`src/clcg_pkg.sv`:
```
// ----------------------------------------------------------------------------
// clcg_pkg
// Constants, types and controller states of the combined LCG shuffle generator.
// ----------------------------------------------------------------------------
`default_nettype none

package clcg_pkg;

    // Default shuffle table depth
    localparam int TABLE_SIZE_DEF = 32;

    // Generator moduli and multipliers
    localparam logic [30:0] MOD_ONE   = 31'd2147483563;
    localparam logic [30:0] MOD_TWO   = 31'd2147483393;
    localparam logic [15:0] MUL_ONE   = 16'd40014;
    localparam logic [15:0] MUL_TWO   = 16'd40692;

    // 2^31 mod each modulus, used to fold the product high part back in
    localparam logic [7:0]  FOLD_ONE  = 8'd85;
    localparam logic [7:0]  FOLD_TWO  = 8'd255;

    // Largest raw value, and largest fraction code
    localparam logic [30:0] RANGE_TOP = 31'd2147483562;
    localparam logic [23:0] FRAC_MAX  = 24'd16777214;

    // Generator pair control
    typedef struct packed {
        logic load;
        logic start;
        logic step_two;
    } t_gen_ctrl;

    // Controller states
    typedef enum logic [3:0] {
        S_IDLE,
        S_ABS,
        S_LOAD,
        S_WGO,
        S_WARM,
        S_DRAW,
        S_SLOT,
        S_WAIT,
        S_FRAC,
        S_OUT
    } t_state;

endpackage

`default_nettype wire

```
`src/clcg_gen_pair.sv`:
```
// ----------------------------------------------------------------------------
// clcg_gen_pair
// Both multiplicative generators with a three-stage multiply, fold, reduce path.
// ----------------------------------------------------------------------------
`default_nettype none

module clcg_gen_pair (
    input  wire logic                 i_clk,
    input  wire logic                 i_rst_n,
    input  wire clcg_pkg::t_gen_ctrl  i_ctrl,
    input  wire logic [30:0]          i_load_value,
    output logic [30:0]               o_gen_one,
    output logic [30:0]               o_gen_two,
    output logic                      o_done
);

    logic [30:0] r_gen_one;
    logic [30:0] r_gen_two;
    logic [46:0] r_prod_one;
    logic [46:0] r_prod_two;
    logic [31:0] r_fold_one;
    logic [31:0] r_fold_two;
    logic        r_v1;
    logic        r_v2;
    logic        r_v3;
    logic        r_two1;
    logic        r_two2;
    logic [31:0] fold_one;
    logic [31:0] fold_two;
    logic [31:0] red_one;
    logic [31:0] red_two;

    // Fold high part back in: 2^31 is congruent to the fold constant
    assign fold_one = 32'(r_prod_one[30:0])
                    + 32'(r_prod_one[46:31]) * 32'(clcg_pkg::FOLD_ONE);
    assign fold_two = 32'(r_prod_two[30:0])
                    + 32'(r_prod_two[46:31]) * 32'(clcg_pkg::FOLD_TWO);

    // Folded sum stays below twice the modulus: one subtract finishes it
    assign red_one = (r_fold_one >= 32'(clcg_pkg::MOD_ONE))
                   ? r_fold_one - 32'(clcg_pkg::MOD_ONE) : r_fold_one;
    assign red_two = (r_fold_two >= 32'(clcg_pkg::MOD_TWO))
                   ? r_fold_two - 32'(clcg_pkg::MOD_TWO) : r_fold_two;

    // Track the step through the pipe
    always_ff @(posedge i_clk) begin
        if (!i_rst_n) begin
            r_v1 <= 1'b0;
            r_v2 <= 1'b0;
            r_v3 <= 1'b0;
        end else begin
            r_v1 <= i_ctrl.start;
            r_v2 <= r_v1;
            r_v3 <= r_v2;
        end
    end

    // Multiply and fold stages
    always_ff @(posedge i_clk) begin
        if (i_ctrl.start) begin
            r_prod_one <= 47'(r_gen_one) * 47'(clcg_pkg::MUL_ONE);
            r_prod_two <= 47'(r_gen_two) * 47'(clcg_pkg::MUL_TWO);
            r_two1     <= i_ctrl.step_two;
        end
        if (r_v1) begin
            r_fold_one <= fold_one;
            r_fold_two <= fold_two;
            r_two2     <= r_two1;
        end
    end

    // Load from seed or write back the reduced state
    always_ff @(posedge i_clk) begin
        if (i_ctrl.load) begin
            r_gen_one <= i_load_value;
            r_gen_two <= i_load_value;
        end else if (r_v2) begin
            r_gen_one <= red_one[30:0];
            if (r_two2) begin
                r_gen_two <= red_two[30:0];
            end
        end
    end

    assign o_gen_one = r_gen_one;
    assign o_gen_two = r_gen_two;
    assign o_done    = r_v3;

endmodule

`default_nettype wire

```
`src/combined_lcg_shuffle_rng.sv`:
```
// Path: a request passes the generator step and table read, then the output
//   difference and fraction stages, into the output register; with reseed or
//   a pending init the seed load and warm-up run first. Requests are taken
//   when idle or as the last result is loaded; an output stall holds them off.
// Reset: generators and table are loaded lazily; the first request always
//   reseeds from the seed register (reset value -1) and runs the warm-up.
// ----------------------------------------------------------------------------
// combined_lcg_shuffle_rng
// Combined two-modulus multiplicative generator behind a shuffle table memory.
// ----------------------------------------------------------------------------
`default_nettype none

module combined_lcg_shuffle_rng #(
    parameter int TABLE_SIZE = clcg_pkg::TABLE_SIZE_DEF
) (
    input  wire logic        i_clk,
    input  wire logic        i_rst_n,
    // Seed write channel
    input  wire logic        i_cfg_valid,
    output logic             o_cfg_ready,
    input  wire logic [31:0] i_cfg_seed_value,
    // Request channel
    input  wire logic        i_in_valid,
    output logic             o_in_stall,
    input  wire logic        i_reseed,
    // Result channel
    output logic             o_out_valid,
    input  wire logic        i_out_stall,
    output logic [30:0]      o_raw_value,
    output logic [23:0]      o_fraction
);

    localparam int SLOT_W  = $clog2(TABLE_SIZE);
    localparam int RECIP_W = $clog2(TABLE_SIZE + 1);
    localparam int CNT_W   = $clog2(TABLE_SIZE + 8);
    localparam int PROD_W  = 31 + RECIP_W;
    localparam int BOUND_W = 33 + RECIP_W;
    localparam logic [31:0] SLOT_DIV =
        32'(64'(clcg_pkg::RANGE_TOP) / 64'(TABLE_SIZE) + 64'd1);
    localparam logic [RECIP_W-1:0] RECIP =
        RECIP_W'(64'h8000_0000 / 64'(SLOT_DIV));
    localparam logic [CNT_W-1:0]   WCNT_INIT = CNT_W'(TABLE_SIZE + 7);
    localparam logic [CNT_W-1:0]   WCNT_TAB  = CNT_W'(TABLE_SIZE);
    localparam logic [SLOT_W-1:0]  TOP_SLOT  = SLOT_W'(TABLE_SIZE - 1);
    localparam logic [RECIP_W:0]   SLOT_LIM  = (RECIP_W + 1)'(TABLE_SIZE);

    clcg_pkg::t_state    r_state;
    clcg_pkg::t_state    n_state;
    clcg_pkg::t_gen_ctrl gen_ctrl;

    logic [31:0]         r_seed;
    logic                r_init_pending;
    logic [31:0]         r_mag;
    logic [CNT_W-1:0]    r_wcnt;
    logic [30:0]         r_last;
    logic [RECIP_W-1:0]  r_q0;
    logic [SLOT_W-1:0]   r_slot;
    logic [30:0]         r_rd;
    logic [23:0]         r_fq0;
    logic [31:0]         r_frem;
    logic                r_out_valid;
    logic [30:0]         r_out_raw;
    logic [23:0]         r_out_frac;
    logic [30:0]         r_table [TABLE_SIZE];

    logic                accept;
    logic                in_ready;
    logic                out_free;
    logic                init_need;
    logic                draw_go;
    logic                warm_done;
    logic                warm_last;
    logic                warm_wr;
    logic                draw_wr;
    logic                tbl_wr;
    logic [SLOT_W-1:0]   tbl_addr;
    logic                rd_en;
    logic                frac_ld;
    logic                out_ld;
    logic [30:0]         gen_one;
    logic [30:0]         gen_two;
    logic                gen_done;
    logic [31:0]         mag_red;
    logic [30:0]         load_val;
    logic [PROD_W-1:0]   q_prod;
    logic [RECIP_W:0]    q_inc;
    logic [BOUND_W-1:0]  q_bound;
    logic                q_ge;
    logic [RECIP_W:0]    slot_full;
    logic [SLOT_W-1:0]   slot;
    logic [31:0]         diff;
    logic [31:0]         diff_wrap;
    logic [30:0]         raw;
    logic [24:0]         frac_inc;
    logic [23:0]         frac;

    // Handshake
    assign o_cfg_ready = 1'b1;
    assign out_free    = ~r_out_valid | ~i_out_stall;
    assign in_ready    = (r_state == clcg_pkg::S_IDLE)
                       | ((r_state == clcg_pkg::S_OUT) & out_free);
    assign o_in_stall  = ~in_ready;
    assign accept      = i_in_valid & in_ready;
    assign init_need   = i_reseed | r_init_pending;

    // Next state
    always_comb begin
        n_state = r_state;
        unique case (r_state)
            clcg_pkg::S_IDLE: begin
                if (accept) begin
                    n_state = init_need ? clcg_pkg::S_ABS : clcg_pkg::S_SLOT;
                end
            end
            clcg_pkg::S_ABS:  n_state = clcg_pkg::S_LOAD;
            clcg_pkg::S_LOAD: n_state = clcg_pkg::S_WGO;
            clcg_pkg::S_WGO:  n_state = clcg_pkg::S_WARM;
            clcg_pkg::S_WARM: begin
                if (gen_done && r_wcnt == '0) begin
                    n_state = clcg_pkg::S_DRAW;
                end
            end
            clcg_pkg::S_DRAW: n_state = clcg_pkg::S_SLOT;
            clcg_pkg::S_SLOT: n_state = clcg_pkg::S_WAIT;
            clcg_pkg::S_WAIT: begin
                if (gen_done) begin
                    n_state = clcg_pkg::S_FRAC;
                end
            end
            clcg_pkg::S_FRAC: n_state = clcg_pkg::S_OUT;
            clcg_pkg::S_OUT: begin
                if (out_free) begin
                    if (accept) begin
                        n_state = init_need ? clcg_pkg::S_ABS : clcg_pkg::S_SLOT;
                    end else begin
                        n_state = clcg_pkg::S_IDLE;
                    end
                end
            end
            default: n_state = clcg_pkg::S_IDLE;
        endcase
    end

    // Controller outputs
    always_comb begin
        draw_go   = (accept & ~init_need) | (r_state == clcg_pkg::S_DRAW);
        warm_done = (r_state == clcg_pkg::S_WARM) & gen_done;
        warm_last = warm_done & (r_wcnt == '0);
        warm_wr   = warm_done & (r_wcnt < WCNT_TAB);
        draw_wr   = (r_state == clcg_pkg::S_WAIT) & gen_done;
        rd_en     = (r_state == clcg_pkg::S_SLOT);
        frac_ld   = (r_state == clcg_pkg::S_FRAC);
        out_ld    = (r_state == clcg_pkg::S_OUT) & out_free;
        gen_ctrl.load     = (r_state == clcg_pkg::S_LOAD);
        gen_ctrl.start    = (r_state == clcg_pkg::S_WGO)
                          | (warm_done & ~warm_last) | draw_go;
        gen_ctrl.step_two = draw_go;
        tbl_wr   = warm_wr | draw_wr;
        tbl_addr = warm_wr ? r_wcnt[SLOT_W-1:0] : r_slot;
    end

    always_ff @(posedge i_clk) begin
        if (!i_rst_n) begin
            r_state <= clcg_pkg::S_IDLE;
        end else begin
            r_state <= n_state;
        end
    end

    // Generator pair
    clcg_gen_pair u_gen (
        .i_clk        (i_clk),
        .i_rst_n      (i_rst_n),
        .i_ctrl       (gen_ctrl),
        .i_load_value (load_val),
        .o_gen_one    (gen_one),
        .o_gen_two    (gen_two),
        .o_done       (gen_done)
    );

    // Seed register and pending init flag
    always_ff @(posedge i_clk) begin
        if (!i_rst_n) begin
            r_seed         <= 32'hFFFF_FFFF;
            r_init_pending <= 1'b1;
        end else begin
            if (i_cfg_valid) begin
                r_seed <= i_cfg_seed_value;
            end
            if (warm_last) begin
                r_init_pending <= 1'b0;
            end
        end
    end

    // Seed magnitude, reduced once, zero mapped to one
    assign mag_red  = (r_mag >= 32'(clcg_pkg::MOD_ONE))
                    ? r_mag - 32'(clcg_pkg::MOD_ONE) : r_mag;
    assign load_val = (mag_red == '0) ? 31'd1 : mag_red[30:0];

    always_ff @(posedge i_clk) begin
        if (r_state == clcg_pkg::S_ABS) begin
            r_mag <= r_seed[31] ? (~r_seed + 32'd1) : r_seed;
        end
    end

    // Warm-up step counter
    always_ff @(posedge i_clk) begin
        if (r_state == clcg_pkg::S_LOAD) begin
            r_wcnt <= WCNT_INIT;
        end else if (warm_done && !warm_last) begin
            r_wcnt <= r_wcnt - CNT_W'(1);
        end
    end

    // Slot estimate from the previous output by reciprocal, then correct
    assign q_prod    = PROD_W'(r_last) * PROD_W'(RECIP);
    assign q_inc     = (RECIP_W + 1)'(r_q0) + (RECIP_W + 1)'(1);
    assign q_bound   = BOUND_W'(q_inc) * BOUND_W'(SLOT_DIV);
    assign q_ge      = BOUND_W'(r_last) >= q_bound;
    assign slot_full = (RECIP_W + 1)'(r_q0) + (RECIP_W + 1)'(q_ge);
    assign slot      = (slot_full >= SLOT_LIM) ? TOP_SLOT : slot_full[SLOT_W-1:0];

    always_ff @(posedge i_clk) begin
        if (draw_go) begin
            r_q0 <= q_prod[PROD_W-1:31];
        end
        if (rd_en) begin
            r_slot <= slot;
        end
    end

    // Shuffle table write port
    always_ff @(posedge i_clk) begin
        if (tbl_wr) begin
            r_table[tbl_addr] <= gen_one;
        end
    end

    // Shuffle table read port
    always_ff @(posedge i_clk) begin
        if (rd_en) begin
            r_rd <= r_table[slot];
        end
    end

    // New output: table entry at the slot minus second generator, wrapped into range
    assign diff      = {1'b0, r_rd} - {1'b0, gen_two};
    assign diff_wrap = diff + 32'(clcg_pkg::RANGE_TOP);
    assign raw       = (diff[31] || diff == '0) ? diff_wrap[30:0] : diff[30:0];

    always_ff @(posedge i_clk) begin
        if (warm_last) begin
            r_last <= gen_one;
        end else if (draw_wr) begin
            r_last <= raw;
        end
    end

    // Fraction: raw*2^24/MOD_ONE is raw>>7 or one more; remainder decides
    always_ff @(posedge i_clk) begin
        if (frac_ld) begin
            r_fq0  <= r_last[30:7];
            r_frem <= {1'b0, r_last[6:0], 24'd0}
                    + 32'(r_last[30:7]) * 32'(clcg_pkg::FOLD_ONE);
        end
    end

    assign frac_inc = {1'b0, r_fq0} + 25'(r_frem >= 32'(clcg_pkg::MOD_ONE));
    assign frac     = (frac_inc > 25'(clcg_pkg::FRAC_MAX))
                    ? clcg_pkg::FRAC_MAX : frac_inc[23:0];

    // Output register
    always_ff @(posedge i_clk) begin
        if (!i_rst_n) begin
            r_out_valid <= 1'b0;
        end else if (out_ld) begin
            r_out_valid <= 1'b1;
        end else if (!i_out_stall) begin
            r_out_valid <= 1'b0;
        end
    end

    always_ff @(posedge i_clk) begin
        if (out_ld) begin
            r_out_raw  <= r_last;
            r_out_frac <= frac;
        end
    end

    assign o_out_valid = r_out_valid;
    assign o_raw_value = r_out_raw;
    assign o_fraction  = r_out_frac;

endmodule

`default_nettype wire

```
`config.mk`:
```
export PLATFORM = sky130hd
export DESIGN_NAME = combined_lcg_shuffle_rng
export DESIGN_NICKNAME = d
export VERILOG_FILES = /design/src/clcg_pkg.sv /design/src/clcg_gen_pair.sv /design/src/combined_lcg_shuffle_rng.sv
export SDC_FILE = /design/constraint.sdc
export NUM_CORES = 2
export LEC_CHECK = 0
export BUFFER_PORTS_ARGS = -buffer_cell sky130_fd_sc_hd__buf_2
export CAP_MARGIN = 20
export CORE_UTILIZATION = 55
export DETAILED_ROUTE_END_ITERATION = 12
export GPL_TIMING_DRIVEN = 0
export PLACE_DENSITY = 0.74
export REMOVE_ABC_BUFFERS = 1
export SLEW_MARGIN = 20
export SYNTH_ARGS = -nofsm -noshare
export SYNTH_HDL_FRONTEND = slang
export SYNTH_HIERARCHICAL = 1
export SYNTH_SLANG_ARGS = --single-unit
export TNS_END_PERCENT = 100
```
`constraint.sdc`:
```
create_clock -name i_clk -period 8.5 [get_ports i_clk]
set_input_delay 0 -clock i_clk [delete_from_list [all_inputs] [get_ports i_clk]]
set_output_delay 0 -clock i_clk [all_outputs]
set_load 0.005 [all_outputs]
```
# Yosys cells after proc, flatten, opt, wreduce, memory -nomap -nowiden
# Memory sizes are Yosys's and may differ from the RTL's. A register that Yosys moved wholly into a read port is not among the register bits.
# Index checks and enable logic that the tools add are counted.
# Widths: inputs -> output; s select.
# word_totals
ff_bits	450
out_inout_bits	58
mem_bits_rw	992
n_memories	1
elab_cells	127
# classes
multipliers	6
n_lt_le_gt_ge	8
mux	26
add_sub_neg	13
n_eq_ne	14
n_bitwise	21
reduce_logical	13
# mem_list
memory	depth	word_bits	rd	rd_ports_with_merged_regs	wr	line_no	text
r_table	32	31	1	1	1	combined_lcg_shuffle_rng.sv:64	logic [30:0] r_table [TABLE_SIZE];
# op_table
cell	count
$mux 31	12
$ge 32x31->1 const B	4
$logic_not 32->1	2
$sub 31x31->31 const B	2
$mul 31x15->46 const B	1
$mul 31x14->45 const B	1
$pmux 4 s10	1
$add 31x23->32	1
$add 31x24->32	1
$add 31x31->32	1
$add 32x1->32 const B	1
$ge 31x32->1	1
$mux 32	1
$not 32->32	1
$sub 31x31->32	1
$sub 32x31->32 const B	1
$add 31x31->31 const B	1
$mul 24x7->31 const B	1
$mul 6x25->31 const B	1
$add 24x1->25	1
$gt 25x24->1 const B	1
$mul 16x8->24 const B	1
$mul 16x7->23 const B	1
$eq 4x3->1 const B	4
other kinds (25)	58

# Depth between registers and ports, before layout
# logic_depth
ltp_word	8
depth_mapped	44

# Hierarchy
# Netlist, hierarchy kept.
# modules_own_cells
module	n_inst	area_each_um2	cells_per_inst
combined_lcg_shuffle_rng	1	57153.6	4509
clcg_gen_pair	1	30696.9	2863

# Worst setup path before layout
# OpenSTA, ideal clock, no wires.
# synth_path
path_type	register to register
start	register r_q0[0]
end	register r_rd[29] (read register of r_table), data pin
setup_time_ns	0.169
path_buffers	3
arrival_time_ns	7.838
synth_period_minus_slack_ns	8.007
path_stages_with_launch	40
required_ns	8.331
setup_slack_ns	0.493
cell_sequence	edfxtp_1 > ha_1 > xnor2_1 > inv_1 > ha_1 > xnor2_1 > fa_1 > fa_1 > ha_1 > a21oi_1 > o21bai_1 > a21o_1 > fa_1 > ha_1 > a21o_1 > a21o_1 > a21o_1 > a21o_1 > [4 not listed] > a31oi_1 > nor3_1 > a21oi_1 > nor3_1 > ha_1 > ha_1 > nand3_1 > o21ai_1 > inv_1 > clkbuf_1 > clkbuf_1 > clkbuf_1 > o221ai_1 > nand3_1 > a21oi_1 > a31oi_1 > nand2_1 > o31ai_1
# synth_between
elab_chain_cells	6
# synth_rtl
item	line_no	text
start, declared	combined_lcg_shuffle_rng.sv:56	logic [RECIP_W-1:0] r_q0;
start signal, assigned	combined_lcg_shuffle_rng.sv:226	r_q0 <= q_prod[PROD_W-1:31];
$add 5x1->6	combined_lcg_shuffle_rng.sv:218	assign q_inc = (RECIP_W + 1)'(r_q0) + (RECIP_W + 1)'(1);
$mul 6x25->31	combined_lcg_shuffle_rng.sv:219	assign q_bound = BOUND_W'(q_inc) * BOUND_W'(SLOT_DIV);
$ge 31x32->1	combined_lcg_shuffle_rng.sv:220	assign q_ge = BOUND_W'(r_last) >= q_bound;
$add 5x1->6 (*)	combined_lcg_shuffle_rng.sv:221	assign slot_full = (RECIP_W + 1)'(r_q0) + (RECIP_W + 1)'(q_ge);
$ge 6x6->1	combined_lcg_shuffle_rng.sv:222	assign slot = (slot_full >= SLOT_LIM) ? TOP_SLOT : slot_full[SLOT_W-1:0];
$mux 5 (*)	combined_lcg_shuffle_rng.sv:222	
end, declared	combined_lcg_shuffle_rng.sv:58	logic [30:0] r_rd;
# Every way passes the cells marked *; elsewhere a longest branch is shown, timed or not.
# A chain may end at the register's enable or synchronous reset.

# Final worst setup path
# layout_path
start	register r_q0[0]
end	register r_rd[12] (read register of r_table), data pin
# Same word-level chain as after synthesis.

==> results.toml <==
[global_routing]
grt_overflow = 0
grt_pass1_vias = 62203
gr-usage-all-layers = 0.301
grt_pass1_wl_um = 369000
grt_max_degree = 94
antenna_found_initial = 7

[finish]
layout_common_cells = "edfxtp_1, inv_1, nand2_1"
fin_nets = 8909
area.growth.synth_to_final_pct = 17.2
layout-drive-gt1-share = 0.113
layout_commonest_cell = "edfxtp_1"
post-route-cell-area_um2 = 103000

[floorplan]
fp.dieW_um = 402
die_h_um = 402
die-area_um2 = 161000
core-area_um2 = 159000
ioPinCount = 96
rows = 146
start_util = 0.554

[timing]
finalClockSkew_ns = 0.0684
hold_viol_final = 0
min_period_ns = 8.47
max_freq_ghz = 0.118
tightest_slew_ns = 1.20
period_share = 0.997
slew_violations = 0
max_slew_margin = 0.198
setup_violations = 0

[cts]
clk_path_buf_depth = 3
clk_pin_slew_ns = 0.06
cts-root-buf = "clkbuf_16"
cts_made_buffers = 151
insertion_delay_ns = 0.82
cts_tree = "done"
htree_levels = 4
cts.sinks = 1471

[synth]
syn_area_um2 = 87900
synth.avg_cell_area_um2 = 11.9
synth-async-reset-ratio = 0
yosys.area.top_type_share = 0.487
synth_area_leaders = "edfxtp_1, fa_1, ha_1, inv_1, nand2_1"
synth_ff_type = "edfxtp_1"
ys_seq_elements = 1471
yosysTopAreaCell = "edfxtp_1"
syn-instance-count = 7372
ys_seq_area_frac = 0.497
synth_cell_types = 93
synth-edff-count = 1424
synth_warnings = 6

[setup_path]
worstSetupPathType = "reg2reg"
end_kind = "flop"
cpPeakStageDelay_ns = 0.64
r2r-end = "r_rd[12]"
crit_required_ns = 9.01
cp_common_cell = "a21o_1"
cp_data_arrival_time_ns = 8.98
crit_path_top_delay_cell = "fa_2"
crit_fanout = 47
worstRegToRegCells = 36
reg2reg_setup_slack_ns = 0.03
critPathLaunchType = "flop"
r2r_start = "r_q0[0]"

[placed_design]
gp_congestion = 0.928
dp_hpwl_um = 162000
placed_area_um2 = 93600
io_buffers = 94

[hold_path]
min-delay-start = "i_rst_n"
worstHoldPathCells = 3
hp-class = "in2reg"
whs_endpoint = "r_init_pending"

[flow_run]
cap_violations = 0

[detailed_routing]
wl_um = 255000
wire_per_inst_um = 25.6
vias_per_cell = 6.32
drtAntennaViolNets = 0
drtIter0Drc = 7288
dr.pass1.iters = 8
post-route-drc-count = 0
vias = 62880

[status]
status = "finished clean"
how the worst max path moves through the flow:
stage,depth (start not counted),slack [ns],start,to
after floorplan,35,-30.19,r_q0[0],r_rd[0]
after global placement,35,-78.61,r_q0[0],r_rd[25]
after detailed placement,42,-1.76,r_q0[0],r_rd[14]
after CTS,43,0.004,r_q0[0],r_rd[24]
after global routing,40,-0.27,r_q0[0],r_rd[15]
final,36,0.03,r_q0[0],r_rd[12]
metal layers:
metal	GRT usage	share of wire	vias up	wire, um
met5	0	0.00027	-	69
met3	0.0545	0.10	810	26500
met2	0.485	0.47	3840	119000
met1	0.391	0.37	30946	94300
li1	-	-	27274	-
met4	0.155	0.059	10	15100
registers in the layout, summed over array words and instances, names as in the netlist, 32 cells and up:
register / flops
r_table: 992
r_mag: 32
u_gen/r_prod_two: 45
u_gen/r_fold_two: 32
r_seed: 32
u_gen/r_prod_one: 46
u_gen/r_fold_one: 32
cell families (layout without fill, tap and decap cells):
logic type | Yosys count | count (layout) | share of synthesized area
DFF | 1471 | 1471 | 0.497
buffers and inverters | 1165 | 1664 | 0.0501
AOI/OAI and AO/OA | 1242 | 1242 | 0.0998
adders and majority gates | 1130 | 1130 | 0.206
other | 1 | 3 | 0.0000427
and+or+nand+nor | 1950 | 1950 | 0.104
xor gates and xnor gates | 349 | 349 | 0.0348
muxes | 64 | 64 | 0.00768
area by class of cell:
cell class | count | area (um2)
Antenna cell | 2 | 5.00
Clock buffer | 179 | 3960
Clock inverter | 104 | 1100
Fill cell | 10894 | 55600
Inverter | 864 | 3310
Multi-Input combinational cell | 4736 | 41200
Sequential cell | 1471 | 43700
Tap cell | 2072 | 2590
Timing Repair Buffer | 510 | 6980
Timing Repair inverter | 7 | 78.8
synthesized netlist by cell type, drive strengths merged (85+ instances only):
master,n
a21o,136
a21oi,288
and3,85
clkbuf,266
edfxtp,1424
fa,526
ha,604
inv,864
nand2,811
nand3,472
nor2,229
o21ai,156
o221ai,251
xnor2,231
xor2,118
metrics by stage:
stage / util / setup TNS, ns / setup WS, ns / instances / hold slack (ns)
after floorplan: - / -989.99 / -30.19 / 7071 / 0.0619
after global placement: 0.566 / -2592.25 / -78.61 / 9237 / 0.214
after detailed placement: 0.590 / -45.57 / -1.76 / 9393 / 0.220
after CTS: 0.639 / 0 / 0.00412 / 9864 / 0.264
after global routing: 0.649 / -4.12 / -0.272 / 9943 / 0.355
final: 0.649 / 0 / 0.0287 / 9945 / 0.345
repair_timing:
action,CTS,global route
hold endpoints to repair,42,0
gates cloned,21,26
resized for setup,73,140
setup endpoints to repair,34,31
pin swaps,18,62
setup buffers,34,53
hold buffers,135,0
critical path: cells and delay by family (launching register included):
family | cells | cell delay, ns
simple gates | 6 | 0.45
compound gates | 14 | 2.67
buf+inv | 7 | 1.17
flops | 1 | 0.45
xor+xnor | 1 | 0.21
fa+ha+maj | 8 | 3.06
Power is left out: the tool's default activity adds up to more than one toggle a clock period on the data nets, which glitch-free logic cannot reach.
